==> src/hdl/dq_pkg.sv <==
// Package for the double-ended queue: codes, defaults, field widths and control structs.
`timescale 1ns / 1ps

package dq_pkg;

  // Default geometry
  localparam int unsigned DEPTH_DEF      = 16;
  localparam int unsigned DATA_WIDTH_DEF = 32;

  // Field widths
  localparam int unsigned OP_W     = 3;
  localparam int unsigned WORD_W   = 32;
  localparam int unsigned STATUS_W = 2;
  localparam int unsigned OCC_W    = 5;
  localparam int unsigned S_TDATA_W = 40;
  localparam int unsigned M_TDATA_W = 40;

  // Operation codes
  localparam logic [OP_W-1:0] OP_PUSH_LEFT  = 3'd0;
  localparam logic [OP_W-1:0] OP_PUSH_RIGHT = 3'd1;
  localparam logic [OP_W-1:0] OP_POP_LEFT   = 3'd2;
  localparam logic [OP_W-1:0] OP_POP_RIGHT  = 3'd3;
  localparam logic [OP_W-1:0] OP_PEEK_LEFT  = 3'd4;
  localparam logic [OP_W-1:0] OP_PEEK_RIGHT = 3'd5;

  // Status codes
  localparam logic [STATUS_W-1:0] STATUS_OK    = 2'd0;
  localparam logic [STATUS_W-1:0] STATUS_EMPTY = 2'd1;
  localparam logic [STATUS_W-1:0] STATUS_FULL  = 2'd2;

  // Commands from controller to datapath
  typedef struct packed {
    logic                take;     // request accepted this cycle
    logic                push;     // write one word at an end
    logic                rd;       // read the word at an end
    logic                pop;      // remove the word read
    logic                left;     // end select: 1 left, 0 right
    logic [STATUS_W-1:0] status;   // status code of this request
    logic                load_out; // load the result register
  } dq_cmd_t;

  // Status from datapath to controller
  typedef struct packed {
    logic empty;
    logic full;
  } dq_stat_t;

endpackage

==> src/hdl/double_ended_queue.sv <==
// Top level of the double-ended queue: stream ports, controller and datapath.
//
//   channel   direction  tdata fields (lowest bit up)                 width
//   s_axis    in         op[2:0], push_value[34:3], zero[39:35]       40
//   m_axis    out        data_out[31:0], status[33:32],               40
//                        empty_flag[34], occupancy[39:35]
//
// Each request is taken in S_IDLE, where the end pointers and fill count
// move and the ring store is read or written; in S_DONE it loads the
// result register. A new request is taken while a finished result still
// waits on m_axis; a stalled result holds the block in S_DONE.
// Reset clears the pointers, the fill count and all valids; the ring store
// is not cleared.
`timescale 1ns / 1ps

module double_ended_queue #(
  parameter int unsigned DEPTH      = dq_pkg::DEPTH_DEF,
  parameter int unsigned DATA_WIDTH = dq_pkg::DATA_WIDTH_DEF
) (
  input  logic                           clk_i,
  input  logic                           rst_ni,
  input  logic                           s_axis_tvalid,
  output logic                           s_axis_tready,
  input  logic [dq_pkg::S_TDATA_W-1:0]   s_axis_tdata,  // op, push_value, zero pad
  output logic                           m_axis_tvalid,
  input  logic                           m_axis_tready,
  output logic [dq_pkg::M_TDATA_W-1:0]   m_axis_tdata   // data_out, status, empty_flag, occupancy
);

  dq_pkg::dq_cmd_t  cmd;
  dq_pkg::dq_stat_t stat;

  logic [dq_pkg::OP_W-1:0]     op;
  logic [dq_pkg::WORD_W-1:0]   push_value;
  logic [dq_pkg::WORD_W-1:0]   data_out;
  logic [dq_pkg::STATUS_W-1:0] status;
  logic                        empty_flag;
  logic [dq_pkg::OCC_W-1:0]    occupancy;

  // Unpack the request
  assign op         = s_axis_tdata[dq_pkg::OP_W-1:0];
  assign push_value = s_axis_tdata[dq_pkg::OP_W +: dq_pkg::WORD_W];

  dq_ctrl u_ctrl (
    .clk_i       (clk_i),
    .rst_ni      (rst_ni),
    .req_valid_i (s_axis_tvalid),
    .req_ready_o (s_axis_tready),
    .op_i        (op),
    .res_valid_o (m_axis_tvalid),
    .res_ready_i (m_axis_tready),
    .stat_i      (stat),
    .cmd_o       (cmd)
  );

  dq_datapath #(
    .DEPTH      (DEPTH),
    .DATA_WIDTH (DATA_WIDTH)
  ) u_datapath (
    .clk_i        (clk_i),
    .rst_ni       (rst_ni),
    .cmd_i        (cmd),
    .stat_o       (stat),
    .push_value_i (push_value),
    .data_out_o   (data_out),
    .status_o     (status),
    .empty_flag_o (empty_flag),
    .occupancy_o  (occupancy)
  );

  // Pack the result
  assign m_axis_tdata = {occupancy, empty_flag, status, data_out};

endmodule

==> src/hdl/dq_ctrl.sv <==
// Controller for the double-ended queue: request decode, sequencing and result valid.
`timescale 1ns / 1ps

module dq_ctrl (
  input  logic                    clk_i,
  input  logic                    rst_ni,
  input  logic                    req_valid_i,
  output logic                    req_ready_o,
  input  logic [dq_pkg::OP_W-1:0] op_i,
  output logic                    res_valid_o,
  input  logic                    res_ready_i,
  input  dq_pkg::dq_stat_t        stat_i,
  output dq_pkg::dq_cmd_t         cmd_o
);

  localparam logic S_IDLE = 1'b0;
  localparam logic S_DONE = 1'b1;

  logic state_q, state_d;
  logic res_valid_q, res_valid_d;
  logic take;
  logic out_free;

  assign req_ready_o = (state_q == S_IDLE);
  assign take        = req_ready_o & req_valid_i;
  assign out_free    = ~res_valid_q | res_ready_i;
  assign res_valid_o = res_valid_q;

  // Decode the request against the current fill state
  always_comb begin
    cmd_o          = '0;
    cmd_o.take     = take;
    cmd_o.status   = dq_pkg::STATUS_OK;
    cmd_o.load_out = (state_q == S_DONE) & out_free;
    case (op_i)
      dq_pkg::OP_PUSH_LEFT, dq_pkg::OP_PUSH_RIGHT: begin
        cmd_o.left = (op_i == dq_pkg::OP_PUSH_LEFT);
        if (stat_i.full) begin
          cmd_o.status = dq_pkg::STATUS_FULL;
        end else begin
          cmd_o.push = take;
        end
      end
      dq_pkg::OP_POP_LEFT, dq_pkg::OP_POP_RIGHT,
      dq_pkg::OP_PEEK_LEFT, dq_pkg::OP_PEEK_RIGHT: begin
        cmd_o.left = (op_i == dq_pkg::OP_POP_LEFT) | (op_i == dq_pkg::OP_PEEK_LEFT);
        if (stat_i.empty) begin
          cmd_o.status = dq_pkg::STATUS_EMPTY;
        end else begin
          cmd_o.rd  = take;
          cmd_o.pop = take & ((op_i == dq_pkg::OP_POP_LEFT) | (op_i == dq_pkg::OP_POP_RIGHT));
        end
      end
      default: begin
        cmd_o.left = 1'b0;
      end
    endcase
  end

  // Advance the sequencer
  always_comb begin
    state_d = state_q;
    case (state_q)
      S_IDLE: begin
        if (take) state_d = S_DONE;
      end
      S_DONE: begin
        if (out_free) state_d = S_IDLE;
      end
      default: state_d = S_IDLE;
    endcase
  end

  // Hold the result valid until the consumer takes it
  always_comb begin
    res_valid_d = res_valid_q;
    if (cmd_o.load_out) begin
      res_valid_d = 1'b1;
    end else if (res_ready_i) begin
      res_valid_d = 1'b0;
    end
  end

  always_ff @(posedge clk_i or negedge rst_ni) begin
    if (!rst_ni) begin
      state_q     <= S_IDLE;
      res_valid_q <= 1'b0;
    end else begin
      state_q     <= state_d;
      res_valid_q <= res_valid_d;
    end
  end

endmodule

==> src/hdl/dq_datapath.sv <==
// Datapath for the double-ended queue: ring store, end pointers, fill count, result register.
`timescale 1ns / 1ps

module dq_datapath #(
  parameter int unsigned DEPTH      = dq_pkg::DEPTH_DEF,
  parameter int unsigned DATA_WIDTH = dq_pkg::DATA_WIDTH_DEF
) (
  input  logic                          clk_i,
  input  logic                          rst_ni,
  input  dq_pkg::dq_cmd_t               cmd_i,
  output dq_pkg::dq_stat_t              stat_o,
  input  logic [dq_pkg::WORD_W-1:0]     push_value_i,
  output logic [dq_pkg::WORD_W-1:0]     data_out_o,
  output logic [dq_pkg::STATUS_W-1:0]   status_o,
  output logic                          empty_flag_o,
  output logic [dq_pkg::OCC_W-1:0]      occupancy_o
);

  localparam int unsigned IW = $clog2(DEPTH);
  localparam int unsigned CW = $clog2(DEPTH + 1);

  logic [IW-1:0] left_q, left_d;
  logic [IW-1:0] right_q, right_d;
  logic [CW-1:0] count_q, count_d;
  logic [IW-1:0] left_prev, left_next, right_prev, right_next;
  logic [IW-1:0] addr;

  logic [DATA_WIDTH-1:0]        mem_q [DEPTH];
  logic signed [DATA_WIDTH-1:0] rdata_q;
  logic                         rd_ok_q;
  logic [dq_pkg::STATUS_W-1:0]  stat_code_q;

  logic [dq_pkg::WORD_W-1:0]   data_out_q;
  logic [dq_pkg::STATUS_W-1:0] status_q;
  logic                        empty_flag_q;
  logic [dq_pkg::OCC_W-1:0]    occupancy_q;

  assign stat_o.empty = (count_q == '0);
  assign stat_o.full  = (count_q == CW'(DEPTH));

  // Neighbor positions on the ring
  assign left_prev  = (left_q == '0) ? IW'(DEPTH - 1) : left_q - IW'(1);
  assign left_next  = (left_q == IW'(DEPTH - 1)) ? '0 : left_q + IW'(1);
  assign right_prev = (right_q == '0) ? IW'(DEPTH - 1) : right_q - IW'(1);
  assign right_next = (right_q == IW'(DEPTH - 1)) ? '0 : right_q + IW'(1);

  // Select the one entry this request touches
  always_comb begin
    if (cmd_i.left) begin
      addr = cmd_i.push ? left_prev : left_q;
    end else begin
      addr = cmd_i.push ? right_q : right_prev;
    end
  end

  // Move the end pointers and the fill count
  always_comb begin
    left_d  = left_q;
    right_d = right_q;
    count_d = count_q;
    if (cmd_i.push) begin
      count_d = count_q + CW'(1);
      if (cmd_i.left) left_d = left_prev;
      else            right_d = right_next;
    end else if (cmd_i.pop) begin
      count_d = count_q - CW'(1);
      if (cmd_i.left) left_d = left_next;
      else            right_d = right_prev;
    end
  end

  always_ff @(posedge clk_i or negedge rst_ni) begin
    if (!rst_ni) begin
      left_q  <= '0;
      right_q <= '0;
      count_q <= '0;
    end else begin
      left_q  <= left_d;
      right_q <= right_d;
      count_q <= count_d;
    end
  end

  // Ring store with registered read
  always_ff @(posedge clk_i) begin
    if (cmd_i.push) begin
      mem_q[addr] <= DATA_WIDTH'(push_value_i);
    end
    if (cmd_i.rd) begin
      rdata_q <= mem_q[addr];
    end
  end

  // Capture the request outcome
  always_ff @(posedge clk_i) begin
    if (cmd_i.take) begin
      rd_ok_q     <= cmd_i.rd;
      stat_code_q <= cmd_i.status;
    end
  end

  // Result register
  always_ff @(posedge clk_i) begin
    if (cmd_i.load_out) begin
      data_out_q   <= rd_ok_q ? dq_pkg::WORD_W'(rdata_q) : '0;
      status_q     <= stat_code_q;
      empty_flag_q <= (count_q == '0);
      occupancy_q  <= dq_pkg::OCC_W'(count_q);
    end
  end

  assign data_out_o   = data_out_q;
  assign status_o     = status_q;
  assign empty_flag_o = empty_flag_q;
  assign occupancy_o  = occupancy_q;

endmodule

==> config.mk <==
export PLATFORM = sky130hd
export DESIGN_NAME = double_ended_queue
export DESIGN_NICKNAME = d
export VERILOG_FILES = /design/src/hdl/dq_pkg.sv /design/src/hdl/double_ended_queue.sv /design/src/hdl/dq_ctrl.sv /design/src/hdl/dq_datapath.sv
export SDC_FILE = /design/constraint.sdc
export NUM_CORES = 1
export LEC_CHECK = 0
export BUFFER_PORTS_ARGS = -buffer_cell sky130_fd_sc_hd__buf_2
export CAP_MARGIN = 20
export CORE_ASPECT_RATIO = 0.75
export CORE_MARGIN = 2
export CORE_UTILIZATION = 30
export DETAILED_ROUTE_END_ITERATION = 10
export PLACE_DENSITY = 0.53
export SKIP_LAST_GASP = 1
export SLEW_MARGIN = 20
export SYNTH_ARGS = -nofsm -noshare
export SYNTH_HDL_FRONTEND = slang
export SYNTH_SLANG_ARGS = --single-unit
==> constraint.sdc <==
create_clock -name clk_i -period 4.35 [get_ports clk_i]
set_clock_uncertainty 0.2 [all_clocks]
set_input_delay 0.435 -clock clk_i [delete_from_list [all_inputs] [get_ports clk_i]]
set_output_delay 0.435 -clock clk_i [all_outputs]
set_load 0.005 [all_outputs]
# Yosys cells after proc, flatten, opt, wreduce, memory -nomap -nowiden
# Memory sizes are Yosys's and may differ from the RTL's. A register that Yosys moved wholly into a read port is not among the register bits.
# Cells that the tools add are included.
word_totals:
  mem_bits_rw: 512
  inputBits: 44
  mem_count: 1
  reg_bits: 58
  elab_cells: 80
  out_inout_bits: 42
op_classes:
  muxes: 32
  n_reduce_logical: 10
  n_addsub: 6
  n_eq_ne: 12
  bitwise_logic: 8
mem_list:
  columns: ["name", "depth", "word_bits", "read_ports", "rd_ports_with_merged_regs", "write_ports", "line", "text"]
  rows:
  - ["u_datapath.mem_q", 16, 32, 1, 1, 1, "dq_datapath.sv:28", "logic [DATA_WIDTH-1:0] mem_q [DEPTH];"]
op_table:
  columns: ["cell", "n"]
  rows:
  - ["4-bit 2-to-1 mux", 15]
  - ["5-bit 2-to-1 mux", 2]
  - ["1-bit 2-to-1 mux", 9]
  - ["4-bit by 1-bit adder with 4-bit output (second input constant)", 2]
  - ["4-bit equality test (second input constant)", 2]
  - ["4-bit logical NOT", 2]
  - ["2-bit != test (second input constant)", 4]
  - ["4-bit by 1-bit subtractor with 4-bit output (second input constant)", 2]
  - ["3-bit by 2-bit equality test with 1-bit output (second input constant)", 2]
  - ["3-bit equality test (second input constant)", 2]
  - ["2-bit 2-to-1 mux", 3]
  - ["3-bit AND reduction", 2]
  - ["5-bit by 1-bit adder with 5-bit output (second input constant)", 1]
  - ["5-bit equality test (second input constant)", 1]
  - ["5-bit logical NOT", 1]
  - ["5-bit by 1-bit subtractor with 5-bit output (second input constant)", 1]
  - ["1-bit case mux with 2 select lines", 2]
  - ["2-bit case mux with 2 select lines", 1]
  - ["2-bit nonzero test", 2]
  - ["4-bit OR reduction", 1]
  - ["1-bit AND", 3]
  - ["3-bit by 1-bit equality test with 1-bit output (second input constant)", 1]
  - ["3-bit logical NOT", 1]
  - ["1-bit bitwise OR", 3]
  - ["other kinds (2)", 3]

# Logic depth before layout (Yosys ltp)
depth:
  depth_word: 7
  ltp_mapped: 11
  depth_no_buf: 9

# Modules after synthesis
# A second synthesis with hierarchy kept.
hier_totals:
  cells_unflattened: 1309
  area_unflattened_um2: 22296.4
modules_own_cells:
  columns: ["mod", "cells_each", "instances", "seq_area_each_um2", "area_per_inst_um2"]
  rows:
  - ["dq_datapath", 1284, 1, 17952.2, 22074.9]
  - ["dq_ctrl", 24, 1, 50.0, 214.0]
  - ["double_ended_queue", 1, 1, 0.0, 7.5]

# Worst setup path after synthesis
# No wires, ideal clock.
synth_path:
  path_type: "input-to-reg"
  startpoint: "input port s_axis_tdata[1] (netlist name)"
  endpoint: "memory u_datapath.mem_q[3][0] (netlist name), enable pin"
  setup_ps: 425
  cell_stages: 7
  path_buffers: 1
  arrival_time_ps: 3396
  slack_ps: 330
  t_required_ps: 3725
  path_cell_list: "buf_4 > nor4b_4 > a21boi_4 > inv_4 > mux4_2 > o21bai_4 > nor2b_1"
synth_between:
  elab_chain_cells: 5
  word_cells_on_any_way: 16
  classes_between: "5 x eq/ne; 7 x mux; 1 x bitwise; 3 x reduce/logical"
synth_lines:
  columns: ["element", "line", "text"]
  rows:
  - ["start: declaration", "double_ended_queue.sv:24", "input logic [dq_pkg::S_TDATA_W-1:0] s_axis_tdata,"]
  - ["3-bit by 1-bit equality test with 1-bit output or 3-bit logical NOT (tied branches)", "dq_ctrl.sv:35, dq_ctrl.sv:37", null]
  - ["2-bit OR reduction", "dq_ctrl.sv:35", "case (op_i)"]
  - ["1-bit 2-to-1 mux", "dq_ctrl.sv:35", null]
  - ["4-bit 2-to-1 mux, or another cell as far along", "dq_datapath.sv:52", "addr = cmd_i.push ? right_q : right_prev;"]
  - ["4-bit 2-to-1 mux or 1-bit 2-to-1 mux (tied branches)", "dq_datapath.sv:49, dq_datapath.sv:87", null]
  - ["end: declaration", "dq_datapath.sv:28", null]
# Parallel ways exist; a longest one is shown, timed or not.

# Final worst setup path
layout_path:
  startpoint: "register u_datapath.left_q[0]"
  endpoint: "register u_datapath.rdata_q[18], read port of u_datapath.mem_q, data pin"
layout_between:
  elab_chain_cells: 4
  word_cells_on_any_way: 5
  classes_between: "1 x add/sub; 3 x mux; 1 x reduce/logical"
layout_lines:
  columns: ["element", "line", "text"]
  rows:
  - ["start: declaration", "dq_datapath.sv:22", "logic [IW-1:0] left_q, left_d;"]
  - ["start signal: assignment", "dq_datapath.sv:78", "left_q <= left_d;"]
  - ["4-bit by 1-bit subtractor with 4-bit output or 4-bit logical NOT (tied branches)", "dq_datapath.sv:42", "assign left_prev = (left_q == '0) ? IW'(DEPTH - 1) : left_q - IW'(1);"]
  - ["4-bit 2-to-1 mux", "dq_datapath.sv:42", null]
  - ["4-bit 2-to-1 mux (*)", "dq_datapath.sv:50", "addr = cmd_i.push ? left_prev : left_q;"]
  - ["4-bit 2-to-1 mux (*)", "dq_datapath.sv:49", "if (cmd_i.left) begin"]
  - ["end: declaration", "dq_datapath.sv:29", "logic signed [DATA_WIDTH-1:0] rdata_q;"]
# Every way passes the cells marked *; elsewhere a longest branch is shown, timed or not.
# A chain may end at the register's enable or synchronous reset.

==> results_dict.tcl <==
set metrics [dict create \
    outcome "finished, final reports clean" \
    cts_tree "yes" \
    fin_crit_sh 0.873 \
    clk_path_buf_depth 3 \
    h-tree-depth 2 \
    final_cell_mix "edfxtp_1 (587), a22o_1 (224), buf_2 (80)" \
    finalSetupViolations 0 \
    post-cts-setup-buffers 0 \
    tns_ns 0 \
    worstMarginPinSlew_ns 1.12 \
    yosysWarnings 0 \
    cp.required_ns 4.43 \
    vdd_drop_max_mv 0.340 \
    synth_edf_count 587 \
    n_fill_cell 6998 \
    synth.distinct_cells 59 \
    holdWs_ns 0.0338 \
    drive_gt1_frac 0.178 \
    place_congestion 0.730 \
    final_common_cell "edfxtp_1" \
    area_growth_pct 17.8 \
    maxCapViolations 0 \
    cp.arrival_ns 3.88 \
    vias 12200 \
    fmax_mhz 263 \
    grt_start_max_net_pins 55 \
    grt_pass1_wl_mm 82.5 \
    drv_slew 0 \
    p_total_mw 16.1 \
    drtIter0Drc 1144 \
    hold_path_class "input pin to register" \
    crit_start "u_datapath.left_q[0]" \
    power.density_nw_per_um2 606 \
    max_slew_margin 0.249 \
    drcViolationCount 0 \
    syn_inst 1234 \
    multiInputGateArea_sq_um 4280 \
    syn_area_sq_um 22600 \
    die_w_um 321 \
    rsz0062_at_grt "no" \
    avgSynthCellArea_sq_um 18.3 \
    fp.dieH_um 242 \
    seq_area_sq_um 18000 \
    final_util 0.356 \
    clk_pin_slew_ns 0.06 \
    viasPerCell 5.07 \
    core_area_sq_um 74900 \
    num_rows 87 \
    drt_wl_total_mm 56.2 \
    hold_viol_final 0 \
    grt_antenna_before_repair 2 \
    synth-main-ff-cell "edfxtp_1" \
    syn_nets 1286 \
    synth-seq-cells 602 \
    clk_latency_ns 0.61 \
    wl_per_cell_um 23.4 \
    ant_nets 0 \
    io_pins 86 \
    timing.rr.start "u_datapath.left_q[0]" \
    diodes 0 \
    io_buffers 80 \
    cts_hold_buf 29 \
    cts_made_buffers 56 \
    root_buffer "clkbuf_16" \
    setup_slack_ns 0.551 \
    synth-seq-area-share 0.796 \
    cp_max_fo 54 \
    post_cts_resized 0 \
    dp_slack_ns 0.535 \
    cp-end-kind "register" \
    async_flop_share 0.0249 \
    start_util 0.302 \
    p_leak_nw 8.68 \
    fin_nets 1432 \
    grt-ovfl-total 0 \
    critical_path_class "register to register" \
    dp_hpwl_mm 31.4 \
    clock_sinks 602 \
    grt_usage 0.143 \
    dieArea_sq_um 77600 \
    hold_start "s_axis_tdata[30]" \
    grt_pass1_vias 12100 \
    crit_path_start_kind "register" \
    firstDrtPassIters 5 \
    min_period_ns 3.80 \
]
metrics by stage:
step / cell area, sq um / instances
floorplan: 22600 / 1234
global placement: 24600 / 2272
detailed placement: 24600 / 2272
CTS: 26600 / 2403
global route: 26600 / 2403
finish: 26600 / 2403
worst max-delay path, cell delays in order (launching register included):
cell	delay (ns)
dfrtp_1	0.45
inv_1	0.15
ha_1	0.22
or3b_1	0.39
a32o_1	0.33
and3_1	0.29
a21o_4	0.44
buf_4	0.35
a22o_1	0.20
o21ai_0	0.23
o2111ai_1	0.18
report_power, final:
part	total, mW	internal, mW	switching [mW]	leakage (nW)
Sequential	6.99	6.81	0.177	5.49
Clock	4.69	2.54	2.14	0.828
Combinational	4.45	1.75	2.70	2.36
cell type report:
type | count | area share
clock inverter | 35 | 0.0101
sequential | 602 | 0.676
multi-input combinational | 544 | 0.161
tap | 979 | 0.0460
clock buffer | 67 | 0.0542
timing repair buffer | 166 | 0.0514
inverter | 10 | 0.00150
logic make-up (layout without fill, tap and decap cells):
group                      after synthesis  count (layout)  share of synthesized area
AOI/OAI and AO/OA                      437             437                      0.150
xor gates and xnor gates                 8               8                    0.00310
adders and majority gates                8               8                    0.00476
buffers and inverters                   88             278                     0.0185
DFF                                    602             602                      0.796
muxes                                    5               5                    0.00288
and+or+nand+nor                         86              86                     0.0248
worst paths after layout:
check / end / slack, ns / cells after the start
max reg2reg: u_datapath.rdata_q[18] / 0.55 / 10
min in group asynchronous: u_datapath.left_q[2] / 0.11 / 2
max: u_datapath.rdata_q[18] / 0.55 / 10
min: u_datapath.mem_q[12][27] / 0.03 / 1
max in group asynchronous: u_ctrl.state_q / 3.54 / 2
min reg2reg: u_datapath.status_o[0] / 0.24 / 0
flip-flops by register name (all words and copies together), names as in the netlist:
| register | cells |
|---|---|
| u_datapath.empty_flag_o | 1 |
| u_datapath.mem_q | 512 |
| u_datapath.rdata_q | 32 |
| u_ctrl.state_q | 1 |
| u_datapath.data_out_o | 32 |
| u_datapath.right_q | 4 |
| u_datapath.status_o | 2 |
| u_datapath.left_q | 4 |
| u_datapath.count_q | 5 |
| u_datapath.stat_code_q | 2 |
| u_datapath.occupancy_o | 5 |
| u_ctrl.res_valid_o | 1 |
| u_datapath.rd_ok_q | 1 |
Yosys cell counts, types with 2 or more instances:
| master | count | area, sq um |
|---|---|---|
| and2_1 | 45 | 282 |
| o2111ai_1 | 32 | 280 |
| a21o_1 | 5 | 37.5 |
| a221oi_1 | 32 | 280 |
| o211ai_1 | 2 | 15.0 |
| o22ai_1 | 4 | 25.0 |
| a22oi_1 | 2 | 15.0 |
| ha_1 | 7 | 87.6 |
| o21ai_0 | 70 | 350 |
| nor3b_2 | 2 | 25.0 |
| clkbuf_1 | 29 | 109 |
| a21oi_1 | 13 | 65.1 |
| buf_2 | 41 | 205 |
| nand2_1 | 10 | 37.5 |
| xor2_1 | 2 | 17.5 |
| edfxtp_1 | 587 | 17600 |
| buf_4 | 7 | 52.6 |
| mux2i_1 | 2 | 20.0 |
| o21bai_1 | 2 | 15.0 |
| mux2_2 | 2 | 22.5 |
| a31oi_1 | 6 | 37.5 |
| o21ai_1 | 31 | 155 |
| inv_1 | 9 | 33.8 |
| a22o_1 | 224 | 1960 |
| dfrtp_1 | 15 | 375 |
| o31ai_1 | 2 | 15.0 |
| xnor2_1 | 6 | 52.6 |
| nor2_1 | 5 | 18.8 |
| nor3b_1 | 3 | 22.5 |
| nor2b_1 | 6 | 37.5 |
| a31o_2 | 2 | 17.5 |
| nor4_1 | 2 | 12.5 |
per-layer routing:
| metal | wire length (um) | vias up | global-route usage |
|---|---|---|---|
| met5 | 11 | - | 0 |
| met4 | 883 | 2 | 0.0304 |
| met3 | 3080 | 63 | 0.0257 |
| met2 | 25100 | 352 | 0.212 |
| met1 | 27100 | 6333 | 0.217 |
| li1 | - | 5442 | - |
Note: power is estimated with default switching activity, not from simulation.
